**src/hw/rtl/rdc_ram.sv**
```systemverilog
module rdc_ram #(
	parameter int WIDTH = 8,
	parameter int DEPTH = 16
) (
	input  logic                     clk,
	input  logic                     we,
	input  logic [$clog2(DEPTH)-1:0] waddr,
	input  logic [WIDTH-1:0]         wdata,
	input  logic [$clog2(DEPTH)-1:0] raddr,
	output logic [WIDTH-1:0]         rdata
);

	logic [WIDTH-1:0] mem_q [DEPTH];

	always_ff @(posedge clk) begin
		if (we) begin
			mem_q[waddr] <= wdata;
		end
		rdata <= mem_q[raddr];
	end

endmodule

```
**config.mk**
```make
export PLATFORM = sky130hd
export DESIGN_NAME = rdc_ram
export DESIGN_NICKNAME = d
export VERILOG_FILES = /design/src/hw/rtl/rdc_ram.sv
export SDC_FILE = /design/constraint.sdc
export NUM_CORES = 1
export LEC_CHECK = 0
export ABC_AREA = 1
export BUFFER_PORTS_ARGS = -buffer_cell sky130_fd_sc_hd__buf_2
export CORE_ASPECT_RATIO = 1.75
export CORE_MARGIN = 1.5
export CORE_UTILIZATION = 40
export CTS_CLUSTER_SIZE = 30
export DETAILED_ROUTE_END_ITERATION = 8
export MAX_ROUTING_LAYER = met4
export PLACE_DENSITY = 0.61
export SETUP_SLACK_MARGIN = 0.05
export SLEW_MARGIN = 15
export SYNTH_ARGS = -nofsm -noshare
export SYNTH_HDL_FRONTEND = slang
export SYNTH_SLANG_ARGS = --single-unit
```
**constraint.sdc**
```tcl
create_clock -name clk -period 1.5 [get_ports clk]
set_clock_uncertainty 0.2 [all_clocks]
set_input_delay 0 -clock clk [delete_from_list [all_inputs] [get_ports clk]]
set_output_delay 0 -clock clk [all_outputs]
set_load 0.05 [all_outputs]
```
# Yosys cells after proc, flatten, opt, wreduce, memory -nomap -nowiden
# Memory sizes are Yosys's and may differ from the RTL's. A register that Yosys moved wholly into a read port is not among the register bits.
# Cells that the tools add are included.
[word_totals]
memories = 1
reg_bits = 0
output_inout_bits = 8
in_bits = 18
ram_bits = 128
wordCells = 3
[memory_table]
columns = ["name", "words", "width", "rd", "rd_ports_with_merged_regs", "write_ports", "line_no", "text"]
rows = [
  ["mem_q", 16, 8, 1, 1, 1, "13", "logic [WIDTH-1:0] mem_q [DEPTH];"],
]
[classes]
mux = 2
[ops]
columns = ["cell", "n"]
rows = [
  ["2-to-1 mux 1 bit", 2],
]

# Depth between registers and ports, before layout
# Gate-level depths: netlist (run 1).
[depth]
depth_word = 2
mapped_depth = 8
ltp_nobuf = 7

# Least setup slack after synthesis (run 1)
# Ideal clock, no wire load.
[synth_timing]
path_type = "input port to flip-flop"
from = "in waddr[2]"
to = "mem mem_q[10][0] (enable)"
n_path_buf = 0
cell_stages = 2
required_ns = 0.930
slack_ns = 0.349
arrival_ns = 0.581
setup_ns = 0.370
path_cell_list = "nand3b_1 > nor2_1"
[synth_rtl]
columns = ["item", "line_no", "text"]
rows = [
  ["start: declaration", "7", "input logic [$clog2(DEPTH)-1:0] waddr,"],
  ["end: declaration", "13", ""],
]
# Straight into the memory's write port.

==> summary.log, run 1 <==
INFO  outcome        run_status=complete, no violations
INFO  layout         layout.nets=635
INFO  floorplan      chipHeight=161.8µm
INFO  yosys          post_synth_instance_area=0.005767mm²
INFO  power_and_ir_drop p_leak=0.003068µW
INFO  global_routing grt_max_degree=39
INFO  floorplan      floorplan_die_area=0.01517mm²
INFO  worst_hold_path hold_path_class=in -> reg
INFO  timing         worst_slew_pin_slew=0.3846ns
INFO  worst_setup_path crit_path_frequent_cell=sky130_fd_sc_hd__nand3_1
INFO  worst_setup_path crit_path_start_kind=input pin
INFO  floorplan      die_width=93.77µm
INFO  detailed_routing route.antenna.remaining_nets=0
INFO  worst_setup_path path_cells=dlygate4sd3_1, buf_2, inv_4, buf_4, nand3_1, nand3_1, nand3_1, nand2_1
INFO  cts            cts_tree=done
INFO  timing         rsz0062_at_grt=no
INFO  detailed_routing viasPerCell=4.814
INFO  global_routing number_of_antenna_violations_at_the_first_check_in_global_routing=0
INFO  detailed_routing vias=3880
INFO  layout         area_growth_syn_to_layout=21.28%
INFO  floorplan      io_pins=26
INFO  cts            clock_sinks=136
INFO  power_and_ir_drop vdd_ir_drop_max=0.6844mV
INFO  detailed_routing drt-total-wl=12880µm
INFO  worst_setup_path setup.worst_path.class=in -> reg
INFO  yosys          yosys_register_bits=136
INFO  worst_setup_path critical_path.max_fanout=16
INFO  layout         post_route_cells_drive_above_1_share=0.1415
INFO  cts            clock_latency=0.41ns
INFO  yosys          postSynthAreaPerCell=10.47µm²
INFO  timing         maxClockFrequency=738.1MHz
INFO  placement      gpl.final_weighted_congestion=0.8232
INFO  job            maxCapViolCount=0
INFO  global_routing number_of_global_route_vias_before_repair=3913
INFO  yosys          net_count_synth=569
INFO  placement      io_buffer_count=25
INFO  detailed_routing wire_length_on_met2=6932µm
INFO  placement      place.detailed.hpwl=8624µm
INFO  cts            clock_path_buffers=2
INFO  placement      dp.cells=762
INFO  timing         finalHoldWorstSlack=0.01070ns
INFO  layout         n_fill_cell=1252
INFO  worst_hold_path worst_hold_path_cells=7
INFO  layout         fin_cells=806
INFO  floorplan      core-area=0.01398mm²
INFO  detailed_routing first_pass_iters=5
INFO  power_and_ir_drop powerDensity=1357mW/mm²
INFO  yosys          yosys.cell_types.count=12
INFO  floorplan      floorplan.rows=57
INFO  worst_setup_path cp_slowest_stage_delay=0.52ns
INFO  floorplan      initial_core_util=0.4125
INFO  timing         totalNegativeSetupSlack=0ns
INFO  global_routing grt_pass1_wl=20420µm
INFO  timing         slew_headroom=0.7436
INFO  cts            ctsHtreeMaxLevel=4
INFO  cts            clock-root-buffer=sky130_fd_sc_hd__clkbuf_16
INFO  detailed_routing initialDrtViolationCount=284
INFO  worst_setup_path worst_path_max_delay_cell=sky130_fd_sc_hd__dlygate4sd3_1
INFO  detailed_routing drt-met1-wl=5107µm
INFO  global_routing grt_use_total=0.1902
INFO  timing         period_share=0.9032
INFO  cts            cts_made_buffers=17
INFO  detailed_routing met3_length=481µm
INFO  yosys          yosys_warnings=0
INFO  worst_setup_path critPathCaptureType=flop
INFO  yosys          syn-instance-count=551
INFO  detailed_routing routed_wire_length_per_instance=15.98µm
INFO  worst_setup_path r2r_cells=6
INFO  detailed_routing post-route-drc-count=0
INFO  detailed_routing dr.max_layer_used=met4
INFO  global_routing grt_overflow_total=0
INFO  timing         final-setup-viol-count=0
INFO  timing         post-route-min-period=1.355ns
INFO  layout         total_inserted_antenna_cells=0
INFO  timing         final-hold-violation-count=0
INFO  worst_setup_path timing.critical_path.required=1.64ns
INFO  yosys          yosysSeqAreaShare=0.6943
INFO  timing         final-max-slew-violation-count=0
INFO  cts            worst_setup_hold_path_clk_slew=0.06ns
INFO  power_and_ir_drop finalPower=9491µW
INFO  worst_setup_path timing.critical_path.arrival=1.50ns
==> worst max-delay path, delay by kind of cell <==
kind                   cells  cell delay, ns
buffers and inverters      4            1.09
and+or+nand+nor            4            0.40
==> metrics by stage <==
| step | cell area (µm²) | setup slack, ns | utilization |
|---|---|---|---|
| floorplan | 5767 | 0.3492 | - |
| global placement | 6207 | 0.1883 | 0.4441 |
| detailed placement | 6207 | 0.1759 | 0.4441 |
| CTS | 6992 | 0.05895 | 0.5002 |
| global route | 6994 | 0.05373 | 0.5004 |
| finish | 6994 | 0.1451 | 0.5004 |
==> report_power, final <==
group	leakage [µW]	switching (µW)	internal (µW)
Clock	0.000322	1490	3090
Sequential	0.00122	27.3	4250
Combinational	0.00152	439	187
Total	0.00307	1960	7530
==> metal layers <==
layer,vias to the layer above,GRT usage
met5,-,-
met4,0,0.08480
met3,18,0.04401
met2,106,0.3258
met1,1854,0.2076
li1,1902,-
==> Yosys cell counts (all sizes together) <==
| master | number | area (µm²) |
|---|---|---|
| buf | 24 | 166.4 |
| dfxtp | 8 | 160.2 |
| edfxtp | 128 | 3844 |
| inv | 102 | 382.9 |
| nand2 | 173 | 649.4 |
| nand3 | 97 | 485.5 |
| nand3b | 2 | 15.01 |
| nor2 | 17 | 63.81 |
==> worst paths after layout <==
| path | from | to | slack (ns) |
|---|---|---|---|
| worst max-delay path | raddr[1] | rdata[3] | 0.15 |
| worst min-delay path | raddr[0] | rdata[5] | 0.01 |
| worst max register to register | mem_q[13][4] | rdata[4] | 0.33 |
| worst min register to register | mem_q[2][4] | rdata[4] | 0.47 |
==> kinds of logic (layout without fill, tap and decap cells) <==
family                 after synthesis  after routing  share of synthesized area
buffers and inverters              126            204                    0.09525
DFF                                136            136                     0.6943
and+or+nand+nor                    289            289                     0.2105
==> timing repair <==
| item | CTS | global route |
|---|---|---|
| gates resized for setup | 0 | 2 |
| hold buffers | 13 | 0 |
| hold endpoints to repair | 136 | 0 |
| endpoints found under the setup margin | 0 | 4 |
| setup buffers | 0 | 0 |
==> registers in the layout (all words and copies together) (netlist names) <==
name	count
rdata	8
mem_q	128
==> layout make-up <==
cell class,count,area (µm²),share of cell area
Clock inverter,14,229.0,0.03274
Multi-Input combinational cell,289,1214,0.1735
Sequential cell,136,4004,0.5725
Timing Repair Buffer,71,515.5,0.07370
Clock buffer,17,425.4,0.06082
Tap cell,177,221.5,0.03166
Inverter,102,385.4,0.05510
==> cell usage in the layout (no fill, tap or decap), drive strengths merged <==
cell type    count
nand3           97
nand2          173
inv            103
dlygate4sd3     13
clkinv           7
nand3b           2
edfxtp         128
buf             58
clkbuf          17
dfxtp            8
bufinv           6
nor2            17
Note: power is estimated with default switching activity, not from simulation.
==> run 2: changes to the inputs <==
--- a/config.mk
+++ b/config.mk
@@ -5,7 +5,6 @@
 export SDC_FILE = /design/constraint.sdc
 export NUM_CORES = 1
 export LEC_CHECK = 0
-export ABC_AREA = 1
 export BUFFER_PORTS_ARGS = -buffer_cell sky130_fd_sc_hd__buf_2
 export CORE_ASPECT_RATIO = 1.75
 export CORE_MARGIN = 1.5
==> run 2 against run 1 <==
  * Critical path depth fell by 5
  * Design area fell by 9.2%
  * Worst hold slack improved by 0.012 ns
  * Cell count decreased by 40%
  * Clock power down 13%
  * Non-clock buffer count fell by 4
  * Sequential share of layout area increased by 5.8 points
  * Die area decreased by 10%
  * Fmax shrank 6.2%
  * Critical path type is now reg -> reg
  * Largest cell class unchanged
  * Highest routed layer unchanged
==> summary.log, run 2 <==
INFO  outcome        run_status=complete, no violations
INFO  yosys          netlist.area_leader.share=0.7467
INFO  layout         mostFrequentLayoutCells=sky130_fd_sc_hd__edfxtp_1, sky130_fd_sc_hd__mux4_2, sky130_fd_sc_hd__buf_4, sky130_fd_sc_hd__buf_2, sky130_fd_sc_hd__clkbuf_16
INFO  floorplan      floorplan_die_area=0.01358mm²
INFO  layout         area_growth_syn_to_layout=23.38%
INFO  cts            ctsHtreeMaxLevel=4
INFO  timing         final-setup-viol-count=0
INFO  floorplan      die_width=88.75µm
INFO  power_and_ir_drop p_seq_frac=0.484
INFO  detailed_routing viasPerCell=5.091
INFO  worst_setup_path critical_path.max_fanout=1
INFO  global_routing number_of_antenna_violations_at_the_first_check_in_global_routing=0
INFO  cts            cts_made_buffers=17
INFO  power_and_ir_drop netSwitchingPower=1909µW
INFO  timing         maxClockFrequency=692.4MHz
INFO  placement      gpl.final_weighted_congestion=0.7223
INFO  power_and_ir_drop vdd_ir_drop_max=0.9151mV
INFO  layout         total_inserted_antenna_cells=0
INFO  yosys          yosys_warnings=0
INFO  global_routing grt_overflow_total=0
INFO  floorplan      io_pins=26
INFO  yosys          synth.top_cells.by_area=sky130_fd_sc_hd__edfxtp_1, sky130_fd_sc_hd__mux4_2, sky130_fd_sc_hd__mux4_1, sky130_fd_sc_hd__dfxtp_1, sky130_fd_sc_hd__a22oi_1
INFO  worst_setup_path setup.worst_path.class=reg -> reg
INFO  placement      io_buffer_count=25
INFO  timing         finalHoldWorstSlack=0.02247ns
INFO  timing         worst_slew_pin_slew=0.9810ns
INFO  yosys          net_count_synth=247
INFO  cts            clock-root-buffer=sky130_fd_sc_hd__clkbuf_16
INFO  placement      place.detailed.hpwl=6807µm
INFO  floorplan      floorplan.rows=54
INFO  worst_setup_path path_cells=mux4_2, a22oi_2, nand2_1
INFO  yosys          yosysTopAreaCell=sky130_fd_sc_hd__edfxtp_1
INFO  worst_setup_path timing.critical_path.required=1.59ns
INFO  detailed_routing route.antenna.remaining_nets=0
INFO  yosys          postSynth.topFlopCell=sky130_fd_sc_hd__edfxtp_1
INFO  layout         layout.nets=323
INFO  yosys          syn-instance-count=229
INFO  timing         rsz0062_at_grt=yes
INFO  layout         n_fill_cell=994
INFO  yosys          async_flop_share=0
INFO  cts            clock_latency=0.41ns
INFO  yosys          synth_enable_flop_cells=128
INFO  floorplan      core-area=0.01250mm²
INFO  detailed_routing first_pass_iters=5
INFO  layout         layout_top_registers=mem_q x128, rdata x8
INFO  yosys          ys_top_cells_by_count=sky130_fd_sc_hd__edfxtp_1, sky130_fd_sc_hd__mux4_2, sky130_fd_sc_hd__a22oi_1
INFO  yosys          synthMostInstantiatedCell=sky130_fd_sc_hd__edfxtp_1
INFO  power_and_ir_drop powerDensity=1390mW/mm²
INFO  floorplan      chipHeight=153.1µm
INFO  cts            cts_tree=done
INFO  global_routing grt_max_degree=27
INFO  placement      dp.cells=442
INFO  job            maxCapViolCount=0
INFO  cts            clock_path_buffers=2
INFO  detailed_routing routed_wire_length_per_instance=20.96µm
INFO  detailed_routing drt-total-wl=10190µm
INFO  layout         regMostFlops=mem_q
INFO  worst_setup_path cp_slowest_stage_delay=0.50ns
INFO  timing         final-hold-violation-count=0
INFO  layout         number_of_flip_flops_in_the_largest_register=128
INFO  timing         post-route-min-period=1.444ns
INFO  power_and_ir_drop power.share.combinational=0.062
INFO  timing         final-max-slew-violation-count=0
INFO  power_and_ir_drop power_switching_share=0.2163
INFO  cts            clock_sinks=136
INFO  worst_hold_path hold_path_class=in -> reg
INFO  global_routing grt_pass1_wl=15950µm
INFO  yosys          yosys_register_bits=136
INFO  layout         mostFrequentLayoutCell=sky130_fd_sc_hd__edfxtp_1
INFO  worst_setup_path timing.critical_path.arrival=1.54ns
INFO  detailed_routing initialDrtViolationCount=273
INFO  layout         fin_cells=486
INFO  power_and_ir_drop p_int=6919µW
INFO  timing         period_share=0.9629
INFO  layout         post_route_cells_drive_above_1_share=0.4119
INFO  yosys          yosysSeqAreaShare=0.7778
INFO  yosys          postSynthAreaPerCell=22.48µm²
INFO  detailed_routing vias=2474
INFO  worst_setup_path critPathCaptureType=flop
INFO  detailed_routing post-route-drc-count=0
INFO  floorplan      initial_core_util=0.4118
INFO  global_routing number_of_global_route_vias_before_repair=2723
INFO  cts            post_cts_setup_repair_buffer_count=0
INFO  yosys          yosys.cell_types.count=19
INFO  global_routing grt_use_total=0.1747
INFO  power_and_ir_drop clkPwrFrac=0.454
INFO  power_and_ir_drop p_leak=0.002125µW
INFO  cts            worst_setup_hold_path_clk_slew=0.06ns
INFO  worst_setup_path crit_path_start_kind=flop
INFO  timing         slew_headroom=0.3436
INFO  yosys          post_synth_instance_area=0.005147mm²
INFO  worst_setup_path worst_path_max_delay_cell=sky130_fd_sc_hd__mux4_2
-- run 2: cell families (layout without fill, tap and decap cells) --
logic type,count (synthesis),in the layout,synth area share
flip-flops,136,136,0.7778
AND/OR/NAND/NOR,35,35,0.03184
multiplexers,32,32,0.1502
AO/OA/AOI/OAI,16,16,0.02334
buffers and inverters,10,99,0.01677
-- run 2: path summary, 6_finish.rpt --
| kind | from | to | slack (ns) | depth (start not counted) |
|---|---|---|---|---|
| worst max-delay path | mem_q[3][6] | rdata[6] | 0.06 | 3 |
| worst min-delay path | raddr[2] | rdata[1] | 0.02 | 4 |
| worst max register to register | mem_q[3][6] | rdata[6] | 0.06 | 3 |
| worst min register to register | mem_q[13][1] | rdata[1] | 0.47 | 3 |
-- run 2: area by class of cell --
type                            count  area (µm²)  share of cell area
Sequential cell                   136        4004              0.6304
Multi-Input combinational cell     83        1065              0.1677
Tap cell                          168       210.2             0.03310
Timing Repair Buffer               67       495.5             0.07801
Clock buffer                       18       429.2             0.06757
Clock inverter                     14       147.6             0.02325
-- run 2: worst max-delay path: cells and delay by family, from the launching register on --
| family | cells | cell delay, ns |
|---|---|---|
| flip-flops | 1 | 0.38 |
| multiplexers | 1 | 0.50 |
| AO/OA/AOI/OAI | 1 | 0.18 |
| AND/OR/NAND/NOR | 1 | 0.07 |
-- run 2: power by group through the flow --
stage          sequential (µW)  clock [µW]  combinational (µW)
2_1_floorplan             4430           0                 216
3_3_place_gp              4350           0                 490
3_5_place_dp              4350           0                 500
4_1_cts                   4270        4090                 536
5_1_grt                   4280        4270                 590
6_report                  4270        4010                 545
-- run 2: metrics by stage --
step	setup slack [ns]	total power [µW]	setup TNS, ns	utilization	area [µm²]
floorplan	0.03385	4651	0	-	5152
global placement	-0.08770	4838	-0.4127	0.4522	5652
detailed placement	-0.09187	4852	-0.4190	0.4522	5652
CTS	0.01869	8897	0	0.5067	6334
global route	0.005709	9138	0	0.5081	6351
finish	0.05565	8828	0	0.5081	6351
-- run 2: repair_timing --
action,4_1_cts,5_1_grt
gates cloned,0,0
endpoints found under the setup margin,8,8
hold buffers,12,0
hold endpoints to repair,168,0
resized for setup,11,14
pin swaps,1,9
-- run 2: per-layer routing --
| metal | vias to the layer above | part of all wire | GRT usage | routed length (µm) |
|---|---|---|---|---|
| met1 | 1285 | 0.37 | 0.1923 | 3749 |
| met2 | 68 | 0.59 | 0.2980 | 5993 |
| li1 | 1112 | - | - | - |
| met4 | 0 | 0.012 | 0.06324 | 118 |
| met5 | - | 0 | - | 0 |
| met3 | 9 | 0.032 | 0.04590 | 325 |
==> run 3: changes to the inputs <==
--- a/config.mk
+++ b/config.mk
@@ -12,7 +12,6 @@
 export CTS_CLUSTER_SIZE = 30
 export DETAILED_ROUTE_END_ITERATION = 8
 export MAX_ROUTING_LAYER = met4
-export PLACE_DENSITY = 0.61
 export SETUP_SLACK_MARGIN = 0.05
 export SLEW_MARGIN = 15
 export SYNTH_ARGS = -nofsm -noshare
==> run 3 against run 2 <==
  * Fmax down 0.77%
  * Cell count down 1.2%
  * Sequential power about the same
  * Total power up 1.8%
  * Count of clock-buffer cells in the layout up 3
  * Sequential share of layout area about the same
  * Register-to-register slack about the same
  * Clock power up 4%
  * Worst hold slack worse by 0.018 ns
  * Global-route usage down 0.66 points
  * Critical path depth unchanged
  * Via count down 1.5%
  * Critical endpoint is now rdata[1]
==> summary.log, run 3 (synthesis results as in run 2) <==
INFO  floorplan      floorplan_die_area=0.01358mm²
INFO  worst_setup_path cp.buffers_inverters=0
INFO  global_routing use_met3=0.03240
INFO  worst_hold_path hold_path_class=in -> reg
INFO  floorplan      initial_core_util=0.4118
INFO  timing         period_share=0.9703
INFO  cts            cts_tree=done
INFO  timing         final-max-slew-violation-count=0
INFO  timing         rsz0062_at_grt=yes
INFO  placement      gpl.final_weighted_congestion=0.7280
INFO  global_routing grt_most_used_layer=met2
INFO  global_routing number_of_antenna_violations_at_the_first_check_in_global_routing=0
INFO  layout         layout.nets=317
INFO  detailed_routing routed_wire_length_per_instance=20.49µm
INFO  detailed_routing post-route-drc-count=0
INFO  detailed_routing viasPerCell=5.079
INFO  floorplan      core-area=0.01250mm²
INFO  global_routing grt_max_degree=21
INFO  timing         maxClockFrequency=687.0MHz
INFO  worst_hold_path worst_hold_path_cells=4
INFO  cts            clock_path_buffers=2
INFO  layout         mostFrequentLayoutCells=sky130_fd_sc_hd__edfxtp_1, sky130_fd_sc_hd__mux4_2, sky130_fd_sc_hd__buf_2, sky130_fd_sc_hd__buf_4, sky130_fd_sc_hd__clkbuf_16
INFO  cts            clock_sinks=136
INFO  worst_setup_path worst_r2r_startpoint=mem_q[3][1]
INFO  worst_hold_path worstHoldStart=raddr[2]
INFO  floorplan      chipHeight=153.1µm
INFO  placement      place.detailed.hpwl=6754µm
INFO  cts            clock_latency=0.41ns
INFO  layout         area_growth_syn_to_layout=23.29%
INFO  placement      dp.cells=437
INFO  floorplan      die_width=88.75µm
INFO  power_and_ir_drop powerDensity=1416mW/mm²
INFO  worst_setup_path critPathCaptureType=flop
INFO  layout         n_fill_cell=1004
INFO  layout         layout_top_registers=mem_q x128, rdata x8
INFO  worst_setup_path timing.critical_path.required=1.59ns
INFO  outcome        run_status=complete, no violations
INFO  floorplan      io_pins=26
INFO  cts            cts_made_buffers=17
INFO  power_and_ir_drop vdd_ir_drop_max=0.7454mV
INFO  global_routing grt_overflow_total=0
INFO  worst_setup_path critical_path.startpoint=mem_q[3][1]
INFO  cts            ctsHtreeMaxLevel=4
INFO  cts            post_cts_setup_repair_buffer_count=0
INFO  worst_setup_path crit_path_start_kind=flop
INFO  layout         post_route_cells_drive_above_1_share=0.3974
INFO  layout         fin_cells=480
INFO  cts            worst_setup_hold_path_clk_slew=0.05ns
INFO  worst_setup_path reg2reg_to=rdata[1]
INFO  detailed_routing drt-total-wl=9837µm
INFO  timing         final-setup-viol-count=0
INFO  detailed_routing vias=2438
INFO  layout         regMostFlops=mem_q
INFO  layout         number_of_flip_flops_in_the_largest_register=128
INFO  worst_hold_path min_to=rdata[0]
INFO  worst_setup_path setup.worst_path.class=reg -> reg
INFO  cts            clock-root-buffer=sky130_fd_sc_hd__clkbuf_16
INFO  layout         mostFrequentLayoutCell=sky130_fd_sc_hd__edfxtp_1
INFO  worst_setup_path timing.critical_path.arrival=1.54ns
INFO  global_routing number_of_global_route_vias_before_repair=2655
INFO  layout         total_inserted_antenna_cells=0
INFO  global_routing grt_use_total=0.1681
INFO  detailed_routing first_pass_iters=4
INFO  timing         worst_slew_pin_slew=0.9401ns
INFO  floorplan      floorplan.rows=54
INFO  layout         final_core_utilization=0.5077
INFO  worst_setup_path r2r_cells=3
INFO  power_and_ir_drop p_leak=0.002114µW
INFO  detailed_routing initialDrtViolationCount=206
INFO  timing         final-hold-violation-count=0
INFO  placement      io_buffer_count=25
INFO  worst_setup_path path_cells=mux4_2, a22oi_2, nand2_1
INFO  worst_setup_path worst_path_max_delay_cell=sky130_fd_sc_hd__mux4_2
INFO  detailed_routing route.antenna.remaining_nets=0
INFO  global_routing grt_met1_usage=0.1841
INFO  timing         slew_headroom=0.3710
INFO  worst_setup_path worst_path_dominant_cell_family=multiplexers
INFO  worst_setup_path r2r_setup_slack=0.04ns
INFO  job            maxCapViolCount=0
INFO  worst_setup_path cp_slowest_stage_delay=0.50ns
INFO  timing         post-route-min-period=1.456ns
INFO  worst_setup_path critical_path.max_fanout=1
INFO  global_routing groute.layer.met2.usage=0.2846
INFO  power_and_ir_drop finalPower=8986µW
INFO  global_routing grt_pass1_wl=15230µm
==> run 3: changes by cell type in the layout (fill, tap and decap cells not counted), sizes merged <==
cell	before	now
dlygate4sd3	12	11
bufinv	2	3
clkbuf	18	21
clkinvlp	5	4
buf	55	50
inv	3	1
clkinv	4	3
==> run 3: final cells by class <==
class | count | area, µm² | share of cell area
clock inverter | 11 | 146.4 | 0.02307
clock buffer | 21 | 460.4 | 0.07256
sequential | 136 | 4004 | 0.6309
multi-input combinational | 83 | 1065 | 0.1678
timing repair buffer | 61 | 460.4 | 0.07256
tap | 168 | 210.2 | 0.03312
==> run 3: worst max-delay path by stage <==
| stage | end | slack, ns | depth (start not counted) |
|---|---|---|---|
| after floorplan | mem_q[3][0] | 0.03 | 2 |
| after CTS | rdata[1] | 0.03 | 3 |
| after global placement | rdata[1] | -0.15 | 5 |
| after global routing | rdata[1] | 0.01 | 3 |
| final | rdata[1] | 0.04 | 3 |
| after detailed placement | rdata[1] | -0.12 | 5 |
==> run 3: worst register-to-register path, cell delays in order (launching register included) <==
cell                       delay [ns]
sky130_fd_sc_hd__edfxtp_1        0.37
sky130_fd_sc_hd__mux4_2          0.50
sky130_fd_sc_hd__a22oi_2         0.17
sky130_fd_sc_hd__nand2_1         0.10
==> run 3: through the flow <==
stage / cell area, µm² / hold slack, ns / worst slack, ns / setup TNS (ns)
final: 6346 / 0.004351 / 0.04448 / 0
after global routing: 6346 / 0.04965 / 0.01466 / 0
after CTS: 6356 / -0.006311 / 0.03427 / 0
after floorplan: 5152 / -0.1011 / 0.03385 / 0
after detailed placement: 5627 / 0.1919 / -0.1152 / -0.4309
after global placement: 5627 / 0.1762 / -0.1508 / -0.4142
==> run 3: what timing repair did <==
action,CTS,global route
pin swaps,6,8
setup endpoints to repair,7,8
hold buffers,11,0
hold endpoints to repair,164,0
resized for setup,13,12
==> run 3: metal layers <==
layer,vias up,share of wire
met5,-,0
met4,0,0.023
met3,16,0.032
met2,68,0.57
met1,1251,0.37
li1,1103,-
==> run 3: where the power goes <==
part	switching, µW	internal, µW	total (µW)
sequential	26.1	4250	4280
clock	1480	2700	4170
combinational	320	216	536
